--- config.mk ---
export PLATFORM = sky130hd
export DESIGN_NAME = isf_div273
export DESIGN_NICKNAME = d
export VERILOG_FILES = /design/src/hw/rtl/image_stencil_filter_5x5_unit_defines.svh /design/src/hw/rtl/isf_pkg.sv /design/src/hw/rtl/isf_div273.sv
export SDC_FILE = /design/constraint.sdc
export NUM_CORES = 1
export LEC_CHECK = 0
export BUFFER_PORTS_ARGS = -buffer_cell sky130_fd_sc_hd__buf_4
export CELL_PAD_IN_SITES_DETAIL_PLACEMENT = 1
export CELL_PAD_IN_SITES_GLOBAL_PLACEMENT = 2
export CORE_ASPECT_RATIO = 0.7
export CORE_MARGIN = 5
export CORE_UTILIZATION = 37
export DETAILED_ROUTE_END_ITERATION = 6
export HOLD_SLACK_MARGIN = 0.02
export PLACE_DENSITY_LB_ADDON = 0.12
export SYNTH_ARGS = -nofsm -noshare
export SYNTH_HDL_FRONTEND = slang
export SYNTH_SLANG_ARGS = --single-unit
--- constraint.sdc ---
create_clock -name clk -period 17 [get_ports clk]
set_input_delay 1.7 -clock clk [delete_from_list [all_inputs] [get_ports clk]]
set_output_delay 1.7 -clock clk [all_outputs]
set_load 0.05 [all_outputs]
--- src/hw/rtl/image_stencil_filter_5x5_unit_defines.svh ---
// Assertion macros for the 5x5 stencil filter unit.
// Expects clk and rst_n in the scope where a macro is used.
`ifndef IMAGE_STENCIL_FILTER_5X5_UNIT_DEFINES_SVH
`define IMAGE_STENCIL_FILTER_5X5_UNIT_DEFINES_SVH

// Same-cycle implication, masked during reset.
`define ISF_ASSERT_IMP(lbl, ante, cons, msg) \
    lbl: assert property (@(posedge clk) disable iff (!rst_n) (ante) |-> (cons)) \
        else $error(msg);

// Next-cycle implication, masked during reset.
`define ISF_ASSERT_NEXT(lbl, ante, cons, msg) \
    lbl: assert property (@(posedge clk) disable iff (!rst_n) (ante) |=> (cons)) \
        else $error(msg);

`endif

--- src/hw/rtl/isf_pkg.sv ---
// Shared constants and types for the 5x5 stencil filter unit.
// No dependencies.
package isf_pkg;

    localparam int SAMPLE_W    = 16;
    localparam int OUT_W       = 19;
    localparam int ROW_W       = 12;
    localparam int COL_W       = 10;
    localparam int WIDTH_W     = 11;
    localparam int HEIGHT_W    = 13;
    localparam int CFG_W       = 13;
    localparam int CFG_IDX_W   = 2;
    localparam int MAX_WIDTH   = 1024;
    localparam int MAX_HEIGHT  = 4096;
    localparam int MIN_DIM     = 5;
    localparam int LINES       = 4;
    localparam int LINE_AW     = $clog2(MAX_WIDTH);
    localparam int WORD_W      = LINES * SAMPLE_W;

    // Gaussian datapath widths
    localparam int SUM_W       = 25;   // signed weighted sum
    localparam int MAG_W       = 24;   // magnitude plus rounding offset
    localparam int QUO_W       = 16;   // quotient magnitude
    localparam int PROD_W      = 2 * MAG_W;
    localparam int RECIP_SHIFT = 32;

    localparam int GAUSS_DIV   = 273;
    localparam int GAUSS_RND   = 136;
    // floor(2^32 / 273): estimate is exact or one short
    localparam logic [MAG_W-1:0] GAUSS_RECIP = MAG_W'(15732480);

    // Configuration register indexes
    localparam logic [CFG_IDX_W-1:0] REG_MODE   = CFG_IDX_W'(0);
    localparam logic [CFG_IDX_W-1:0] REG_WIDTH  = CFG_IDX_W'(1);
    localparam logic [CFG_IDX_W-1:0] REG_HEIGHT = CFG_IDX_W'(2);

    localparam logic MODE_LAPLACE = 1'b0;
    localparam logic MODE_GAUSS   = 1'b1;

    typedef logic [SAMPLE_W-1:0] pix_t;
    typedef pix_t [4:0]          win_row_t;
    typedef win_row_t [4:0]      window_t;   // [row][col], row 0 oldest

    typedef struct packed {
        logic [ROW_W-1:0] row;
        logic [COL_W-1:0] col;
        logic             last;
    } meta_t;

    typedef struct packed {
        logic shift;   // window shift and line store write-back
        logic en_c;    // group-sum stage load
        logic en_d;    // weighted-sum stage load
    } win_ctrl_t;

endpackage

--- src/hw/rtl/isf_div273.sv ---
// Signed divide by 273, rounded half away from zero, by reciprocal multiply.
// Depends on isf_pkg. Two register stages; the correction step is combinational.
module isf_div273 (
    input  logic                              clk,
    input  logic                              en_e,
    input  logic                              en_f,
    input  logic signed [isf_pkg::SUM_W-1:0]  gsum,
    output logic signed [isf_pkg::OUT_W-1:0]  quot
);
    import isf_pkg::*;

    logic              neg_e_reg, neg_f_reg;
    logic [MAG_W-1:0]  mag_e_reg, mag_f_reg;
    logic [QUO_W-1:0]  q0_f_reg;

    logic [SUM_W-1:0]  abs_val;
    logic [PROD_W-1:0] prod;
    logic [MAG_W-1:0]  rem;
    logic [QUO_W-1:0]  q;
    logic [OUT_W-1:0]  q_ext;

    assign abs_val = gsum[SUM_W-1] ? SUM_W'(-gsum) : SUM_W'(gsum);

    // stage E: sign and rounded magnitude
    always_ff @(posedge clk)
    begin
        if (en_e)
        begin
            neg_e_reg <= gsum[SUM_W-1];
            mag_e_reg <= abs_val[MAG_W-1:0] + MAG_W'(GAUSS_RND);
        end
    end

    assign prod = PROD_W'(mag_e_reg) * PROD_W'(GAUSS_RECIP);

    // stage F: quotient estimate, exact or one short
    always_ff @(posedge clk)
    begin
        if (en_f)
        begin
            neg_f_reg <= neg_e_reg;
            mag_f_reg <= mag_e_reg;
            q0_f_reg  <= prod[RECIP_SHIFT +: QUO_W];
        end
    end

    assign rem   = mag_f_reg - MAG_W'(MAG_W'(q0_f_reg) * MAG_W'(GAUSS_DIV));
    assign q     = (rem >= MAG_W'(GAUSS_DIV)) ? q0_f_reg + QUO_W'(1) : q0_f_reg;
    assign q_ext = OUT_W'(q);
    assign quot  = neg_f_reg ? $signed(-q_ext) : $signed(q_ext);

endmodule

==> reports/summary.txt <==
most frequent cell after synthesis - inv_1
Max-cap violations - 0
Die Ht - 157.4 um
R2R setup slack - 9.64 ns
GRT busiest layer - met1
Via Count - 8,335
Area Growth Syn to Fin - 8.907%
leading area contributor after synthesis - ha_1
Commonest cells post-synth - 246 x inv_1, 205 x ha_1, 117 x fa_1
Data required, critical path - 15.30 ns
Pins Over Slew Limit - 0
DR pass1 iterations - 5
Detail Route Antenna Nets - 0
RSZ-0062 raised after global routing - no
wire per inst - 19.21 um
Cell Rows - 54
Port Buffers - 46
Mapped Cells - 1,186
Clock transition at path regs - 0.06 ns
vias in the first global route - 8,472
H-tree depth - 3
total gr overflow - 0
WHS - 0.4789 ns
Async SR Flop Fraction - 0%
grt met1 use - 31.57%
post_cts resized - 0
maximum clock frequency - 107.6 MHz
Startpoint Class - flop
Post-Route WL - 31,520 um
Warnings, synthesis - 0
number of buffers created by CTS - 9
sequential cell area fraction in the yosys report - 17.25%
Tmin final - 9.295 ns
core outline area - 30,880 um2
Final #Nets - 1,566
Final Cycle Share - 54.68%
GRT Util Overall - 18.73%
CP max-delay cell - edfxtp_1
crit-path max FO - 20
Worst Hold Class - flop to flop
diode count - 0
layout cells sized above 1 - 7.289%
Root Driver - clkbuf_16
hold path depth - 0
FF-to-FF path depth - 21
Synth Register Bits - 66
Critical Path Sink Type - output pin
Netlist cell types - 84
CP Cell Sequence - ha_1 > inv_1 > fa_1 > inv_1 > ha_1 > fa_1 > inv_1 > ha_1 > a21oi_1 > nand2_1 > a222oi_1 > a31oi_1 > a21o_1 > a2111o_1 > o311ai_2 > nand3_2 > a21oi_1 > ha_1 > inv_1 > a221oi_4 > a31oi_1 > xnor2_1 > buf_4
IO Pins - 47
Worst Max-Slew Pin Slew - 0.6518 ns
Hold Vio Cnt, Final - 0
ys flop type - edfxtp_1
Synth top area share - 22.32%
Setup Crit Path Kind - flop to output pin
clk buf depth - 2
Die W - 220.6 um
Iteration-0 DRC Markers - 547
final setup vio count - 0
first-pass GRT wire length - 49,820 um
buffer count from post-CTS setup fixing - 0
initial antenna violation count - 0
clock sink total - 66
CTS tree - yes
clk_lat worst skew - 0.35 ns
GP Congestion - 0.8749
starting density of the core - 37.22%
syn_nets - 1,536
critical path's largest stage delay - 0.62 ns
CP arrival - 7.59 ns
Netlist Area Pre-Place - 11,490 um2
Post-synth EDFFs - 66
status - completed
GR Util met3 - 3.922%
Slew headroom - 56.35%
Syn Area/Cell - 9.689 um2
grt met2 use - 24.71%
hold_buf cts - 0
setup_tns - 0 ns
die area - 34,740 um2
drt via density - 5.079
Synth area leaders - ha_1 22%, fa_1 20%, edfxtp_1 17%, inv_1 8.0%, xnor2_1 4.5%
pin count of the biggest net entering global routing - 42
# DRC - 0
half-perimeter wire length after detailed placement - 27,730 um
Worst Skew - 0.01021 ns
routing by layer:
| layer | share of wire [%] | wire, um | up-vias |
|---|---|---|---|
| li1 | - | - | 4069 |
| met1 | 57 | 17890 | 4133 |
| met2 | 38 | 12130 | 122 |
| met3 | 4.4 | 1372 | 11 |
| met4 | 0.41 | 128 | 0 |
| met5 | 0 | 0 | - |
layout make-up:
cell class | instances | area (um2)
clock inverter | 7 | 53.80
clock buffer | 9 | 225.2
sequential | 66 | 1982
fill | 3542 | 18360
timing repair buffer | 46 | 345.3
tap | 420 | 525.5
inverter | 246 | 923.4
multi-input combinational | 847 | 8459
path summary, 6_finish.rpt:
kind / from / endpoint
setup / recovery: q0_f_reg[5] / quot[14]
hold / removal: neg_e_reg / neg_f_reg
setup reg to reg: mag_e_reg[6] / q0_f_reg[15]
hold reg to reg: neg_e_reg / neg_f_reg
cells by family after synthesis:
group           synth area share [%]
mux                           0.8384
compound gates                 11.92
flops                          17.25
buf+inv                        9.135
fa+ha+maj                      42.79
simple gates                   10.29
xor+xnor                       7.774
placed cells by master, fill, tap and decap left out, drive strengths merged, types with 4 or more instances in the layout:
cell type  instances
o22ai              5
a21o              15
a21oi             41
o21ai             33
o21a               7
buf               46
clkbuf             9
a311oi             5
a211oi             8
o31ai             13
nor3              19
ha               205
nor4               6
nand3             21
fa               117
nor2b              7
or3                9
and3              14
nand2             46
o211ai             4
nand4              9
nor2              52
a221oi             5
inv              248
mux2i              8
edfxtp            66
a31oi             18
xnor2             59
nand2b            10
xor2              43
and2               6
or2                7
worst max-delay path, delay by kind of cell (launching register included):
family | cells | cell delay (ns)
xor+xnor | 1 | 0.19
simple gates | 2 | 0.65
compound gates | 9 | 2.89
buf+inv | 5 | 0.46
flops | 1 | 0.62
fa+ha+maj | 6 | 2.41
through the flow:
| stage | std cells | util [%] | area (um2) | worst slack (ns) |
|---|---|---|---|---|
| 3_5_place_dp | 1625 | 39.63 | 12240 | 8.138 |
| 3_3_place_gp | 1625 | 39.63 | 12240 | 8.422 |
| 5_1_grt | 1641 | 40.53 | 12510 | 7.185 |
| 4_1_cts | 1641 | 40.53 | 12510 | 7.726 |
| 2_1_floorplan | 1186 | - | 11490 | 8.652 |
| 6_report | 1641 | 40.53 | 12510 | 7.705 |
Power is not shown: default switching activity piles up to over one toggle a cycle in this logic, so the estimate is an artifact.
