==> config.mk <==
export PLATFORM = sky130hd
export DESIGN_NAME = isf_stencil
export DESIGN_NICKNAME = d
export VERILOG_FILES = /design/src/hw/rtl/image_stencil_filter_5x5_unit_defines.svh /design/src/hw/rtl/isf_pkg.sv /design/src/hw/rtl/isf_stencil.sv
export SDC_FILE = /design/constraint.sdc
export NUM_CORES = 1
export LEC_CHECK = 0
export BUFFER_PORTS_ARGS = -buffer_cell sky130_fd_sc_hd__clkbuf_2
export CAP_MARGIN = 0
export CORE_ASPECT_RATIO = 1.75
export CORE_UTILIZATION = 39
export CTS_CLUSTER_DIAMETER = 120
export CTS_CLUSTER_SIZE = 12
export DETAILED_ROUTE_END_ITERATION = 8
export GPL_TIMING_DRIVEN = 1
export SLEW_MARGIN = 5
export SYNTH_ARGS = -nofsm -noshare
export SYNTH_HDL_FRONTEND = slang
export SYNTH_SLANG_ARGS = --single-unit
==> constraint.sdc <==
create_clock -name clk -period 7.95 [get_ports clk]
set_input_delay 0.3975 -clock clk [delete_from_list [all_inputs] [get_ports clk]]
set_output_delay 0.3975 -clock clk [all_outputs]
set_load 0.005 [all_outputs]
==> src/hw/rtl/image_stencil_filter_5x5_unit_defines.svh <==
// Assertion macros for the 5x5 stencil filter unit.
// Expects clk and rst_n in the scope where a macro is used.
`ifndef IMAGE_STENCIL_FILTER_5X5_UNIT_DEFINES_SVH
`define IMAGE_STENCIL_FILTER_5X5_UNIT_DEFINES_SVH

// Same-cycle implication, masked during reset.
`define ISF_ASSERT_IMP(lbl, ante, cons, msg) \
    lbl: assert property (@(posedge clk) disable iff (!rst_n) (ante) |-> (cons)) \
        else $error(msg);

// Next-cycle implication, masked during reset.
`define ISF_ASSERT_NEXT(lbl, ante, cons, msg) \
    lbl: assert property (@(posedge clk) disable iff (!rst_n) (ante) |=> (cons)) \
        else $error(msg);

`endif

==> src/hw/rtl/isf_pkg.sv <==
// Shared constants and types for the 5x5 stencil filter unit.
// No dependencies.
package isf_pkg;

    localparam int SAMPLE_W    = 16;
    localparam int OUT_W       = 19;
    localparam int ROW_W       = 12;
    localparam int COL_W       = 10;
    localparam int WIDTH_W     = 11;
    localparam int HEIGHT_W    = 13;
    localparam int CFG_W       = 13;
    localparam int CFG_IDX_W   = 2;
    localparam int MAX_WIDTH   = 1024;
    localparam int MAX_HEIGHT  = 4096;
    localparam int MIN_DIM     = 5;
    localparam int LINES       = 4;
    localparam int LINE_AW     = $clog2(MAX_WIDTH);
    localparam int WORD_W      = LINES * SAMPLE_W;

    // Gaussian datapath widths
    localparam int SUM_W       = 25;   // signed weighted sum
    localparam int MAG_W       = 24;   // magnitude plus rounding offset
    localparam int QUO_W       = 16;   // quotient magnitude
    localparam int PROD_W      = 2 * MAG_W;
    localparam int RECIP_SHIFT = 32;

    localparam int GAUSS_DIV   = 273;
    localparam int GAUSS_RND   = 136;
    // floor(2^32 / 273): estimate is exact or one short
    localparam logic [MAG_W-1:0] GAUSS_RECIP = MAG_W'(15732480);

    // Configuration register indexes
    localparam logic [CFG_IDX_W-1:0] REG_MODE   = CFG_IDX_W'(0);
    localparam logic [CFG_IDX_W-1:0] REG_WIDTH  = CFG_IDX_W'(1);
    localparam logic [CFG_IDX_W-1:0] REG_HEIGHT = CFG_IDX_W'(2);

    localparam logic MODE_LAPLACE = 1'b0;
    localparam logic MODE_GAUSS   = 1'b1;

    typedef logic [SAMPLE_W-1:0] pix_t;
    typedef pix_t [4:0]          win_row_t;
    typedef win_row_t [4:0]      window_t;   // [row][col], row 0 oldest

    typedef struct packed {
        logic [ROW_W-1:0] row;
        logic [COL_W-1:0] col;
        logic             last;
    } meta_t;

    typedef struct packed {
        logic shift;   // window shift and line store write-back
        logic en_c;    // group-sum stage load
        logic en_d;    // weighted-sum stage load
    } win_ctrl_t;

endpackage

==> src/hw/rtl/isf_stencil.sv <==
// Stencil arithmetic: symmetric group sums, then Laplacian and Gaussian sums.
// Depends on isf_pkg.
module isf_stencil (
    input  logic                              clk,
    input  isf_pkg::window_t                  window,
    input  isf_pkg::win_ctrl_t                ctrl,
    output logic signed [isf_pkg::OUT_W-1:0]  lap,
    output logic signed [isf_pkg::SUM_W-1:0]  gsum
);
    import isf_pkg::*;

    logic signed [SAMPLE_W-1:0] p [5][5];

    logic signed [SAMPLE_W-1:0] centre_reg;
    logic signed [17:0]         direct_reg, diag_reg, axis_reg, corner_reg;
    logic signed [18:0]         knight_reg;
    logic signed [OUT_W-1:0]    lap_reg;
    logic signed [SUM_W-1:0]    gsum_reg;

    logic signed [17:0]         direct_next, diag_next, axis_next, corner_next;
    logic signed [18:0]         knight_next;
    logic signed [SUM_W-1:0]    gsum_next;

    always_comb
    begin
        for (int i = 0; i < 5; i++)
        begin
            for (int j = 0; j < 5; j++)
            begin
                p[i][j] = $signed(window[i][j]);
            end
        end
    end

    always_comb
    begin
        direct_next = 18'(p[3][2]) + 18'(p[1][2]) + 18'(p[2][3]) + 18'(p[2][1]);
        diag_next   = 18'(p[3][3]) + 18'(p[1][3]) + 18'(p[3][1]) + 18'(p[1][1]);
        axis_next   = 18'(p[4][2]) + 18'(p[0][2]) + 18'(p[2][4]) + 18'(p[2][0]);
        corner_next = 18'(p[4][4]) + 18'(p[0][4]) + 18'(p[4][0]) + 18'(p[0][0]);
        knight_next = 19'(p[4][3]) + 19'(p[3][4]) + 19'(p[0][3]) + 19'(p[1][4])
                    + 19'(p[4][1]) + 19'(p[3][0]) + 19'(p[0][1]) + 19'(p[1][0]);
    end

    // stage C: group sums and the Laplacian
    always_ff @(posedge clk)
    begin
        if (ctrl.en_c)
        begin
            centre_reg <= p[2][2];
            direct_reg <= direct_next;
            diag_reg   <= diag_next;
            axis_reg   <= axis_next;
            corner_reg <= corner_next;
            knight_reg <= knight_next;
            lap_reg    <= OUT_W'(direct_next) - (OUT_W'(p[2][2]) <<< 2);
        end
    end

    always_comb
    begin
        gsum_next = SUM_W'(centre_reg) * SUM_W'(41)
                  + SUM_W'(direct_reg) * SUM_W'(26)
                  + (SUM_W'(diag_reg) <<< 4)
                  + SUM_W'(axis_reg) * SUM_W'(7)
                  + (SUM_W'(knight_reg) <<< 2)
                  + SUM_W'(corner_reg);
    end

    // stage D: weighted Gaussian sum
    always_ff @(posedge clk)
    begin
        if (ctrl.en_d)
        begin
            gsum_reg <= gsum_next;
        end
    end

    assign lap  = lap_reg;
    assign gsum = gsum_reg;

endmodule

==> flow_metrics.env <==
export IMPL_grt_pass1_vias=17700
export IMPL_yosysTopAreaCell="fa_1"
export IMPL_grt_pass1_wl_um=91800
export IMPL_finClkSkew_ns=0.0117
export IMPL_crit_required_ns=8.27
export IMPL_critPathKind="reg2reg"
export IMPL_overflow=0
export IMPL_die_area_sq_um=57600
export IMPL_start_kind="flop"
export IMPL_first_pass_iters=5
export IMPL_synth_xor_area_share_pct=5.16
export IMPL_setup_tns_ns=-0.947
export IMPL_netlist_top_cells_area="fa_1 37%, edfxtp_1 20%, ha_1 15%"
export IMPL_num_fill_cells=5352
export IMPL_maxCapViolations=0
export IMPL_routabilityCongestion=0.941
export IMPL_fin_ws_ns=-0.306
export IMPL_cp_depth=33
export IMPL_syn2layout_area_growth_pct=21.0
export IMPL_synth_cells=2002
export IMPL_grtUsageTotal_pct=21.3
export IMPL_cts_tree="done"
export IMPL_drive_gt1_share_pct=24.8
export IMPL_clock_root_buffer="clkbuf_16"
export IMPL_synth_main_ff_cell="edfxtp_1"
export IMPL_synth_seq_area_share_pct=20.3
export IMPL_max_stage_delay_ns=0.57
export IMPL_outcome="complete, but fails checks"
export IMPL_drv_slew=0
export IMPL_synth_seq_cells=149
export IMPL_synth_top_area_share_pct=36.5
export IMPL_finalHoldViolCount=0
export IMPL_path_common_cell="fa_1"
export IMPL_wl_per_cell_um=18.1
export IMPL_synth_top_family_by_area="adder cells"
export IMPL_syn_num_nets=3081
export IMPL_core_sq_um=56100
export IMPL_synthTopCellsByCount="530 x inv_1, 403 x fa_1, 272 x ha_1, 149 x edfxtp_1, 93 x xnor2_1"
export IMPL_grt_max_degree=81
export IMPL_synth_warnings=0
export IMPL_rows=115
export IMPL_muxShareOfSynthArea_pct=0.0453
export IMPL_clk_pin_slew_ns=0.07
export IMPL_clock_fmax_ghz=0.121
export IMPL_cp_arrival_ns=8.58
export IMPL_num_nets_final=3606
export IMPL_hold_slack_ns=0.138
export IMPL_holdPathStages=1
export IMPL_fin_util_pct=47.6
export IMPL_die_height_um=317
export IMPL_netlist_area_sq_um=22100
export IMPL_dp_cells=3201
export IMPL_dpl_hpwl_um=52300
export IMPL_crit_path_top_delay_cell="fa_1"
export IMPL_synth_compound_area_share_pct=8.68
export IMPL_rsz0062_at_grt="true"
export IMPL_synth_edf_count=149
export IMPL_worstMarginPinSlew_ns=1.10
export IMPL_final_min_clock_period_ns=8.26
export IMPL_relSlewSlack_pct=26.7
export IMPL_ys_types=59
export IMPL_antenna_left=0
export IMPL_clk_insertion_delay_late_ns=0.46
export IMPL_drc=0
export IMPL_async_flop_share_pct=0
export IMPL_worst_path_buf_inv=8
export IMPL_io_buffer_count=446
export IMPL_setup_violations=5
export IMPL_antenna_found_initial=2
export IMPL_cpLargestDelayFamily="adder cells"
export IMPL_wl_um=58600
export IMPL_violations="setup timing"
export IMPL_diodes=0
export IMPL_syn_avg_cell_area_sq_um=11.0
export IMPL_cts_sinks=149
export IMPL_start_util_pct=39.4
export IMPL_cp_end_kind="flop"
export IMPL_num_io_pins=448
export IMPL_drtIter0Drc=533
export IMPL_vias=15900
export IMPL_max_clock_path_buffers=2
export IMPL_yosys_area_share_simple_pct=4.80
export IMPL_synth_fa_ha_area_share_pct=51.9
export IMPL_fin_cells=3242
export IMPL_largest_reg_flops=25
export IMPL_via_per_inst=4.89
export IMPL_post_route_period_util_pct=104
export IMPL_htree_levels=4
export IMPL_die_x_um=182
export IMPL_r2r_cells=33
export IMPL_hp_class="in2reg"
export IMPL_synth_most_common_cell="inv_1"
export IMPL_cp_max_fo=2
export IMPL_cts_buffers_inserted=17
-- path summary, 6_finish.rpt --
path	start	endpoint	slack, ns
setup / recovery	direct_reg[7]$_DFFE_PP_	gsum[23]$_DFFE_PP_	-0.31
hold / removal	window[207]	centre_reg[15]$_DFFE_PP_	0.14
setup reg to reg	direct_reg[7]$_DFFE_PP_	gsum[23]$_DFFE_PP_	-0.31
hold reg to reg	axis_reg[0]$_DFFE_PP_	gsum[0]$_DFFE_PP_	0.63
-- timing repair --
action	4_1_cts	5_1_grt
pin swaps	8	27
gates resized for setup	20	70
hold buffers	0	0
setup endpoints to repair	8	11
buffers inserted	3	7
-- cells in the final DEF (no fill, tap or decap), types with 43 or more instances in the layout --
| cell type | instances |
|---|---|
| buf_4 | 62 |
| a21o_1 | 43 |
| clkbuf_2 | 445 |
| ha_1 | 255 |
| a21oi_1 | 71 |
| xnor2_1 | 89 |
| nor2_1 | 76 |
| o21ai_0 | 47 |
| edfxtp_1 | 149 |
| fa_1 | 397 |
| inv_1 | 525 |
-- cells by family after synthesis --
logic type               count (synthesis)
XOR/XNOR                               130
flip-flops                             149
AO/OA/AOI/OAI                          294
buffers and inverters                  535
AND/OR/NAND/NOR                        218
multiplexers                             1
adder cells (fa/ha/maj)                675
-- final cells by class --
| type | instances | area [sq um] | share of cell area [%] |
|---|---|---|---|
| Clock buffer | 17 | 425 | 1.59 |
| Clock inverter | 15 | 148 | 0.553 |
| Inverter | 530 | 1990 | 7.45 |
| Multi-Input combinational cell | 1318 | 16100 | 60.1 |
| Sequential cell | 149 | 4470 | 16.7 |
| Tap cell | 702 | 878 | 3.29 |
| Timing Repair Buffer | 511 | 2740 | 10.2 |
-- per-stage QoR --
stage               setup slack, ns  cell area, sq um
floorplan                   -0.0632             22100
global placement             -0.239             25600
detailed placement           -0.382             25600
CTS                          -0.366             26300
global route                 -0.645             26700
finish                       -0.306             26700
-- layer usage --
layer | GRT usage [%] | routed length [um] | vias up
met1 | 22.3 | 20500 | 7953
met5 | 0 | 27 | -
met4 | 7.03 | 1920 | 4
met2 | 43.2 | 34400 | 352
met3 | 2.53 | 1700 | 89
li1 | - | - | 7463
Power is not shown: default switching activity piles up to over one toggle a cycle in this logic, so the estimate is an artifact.
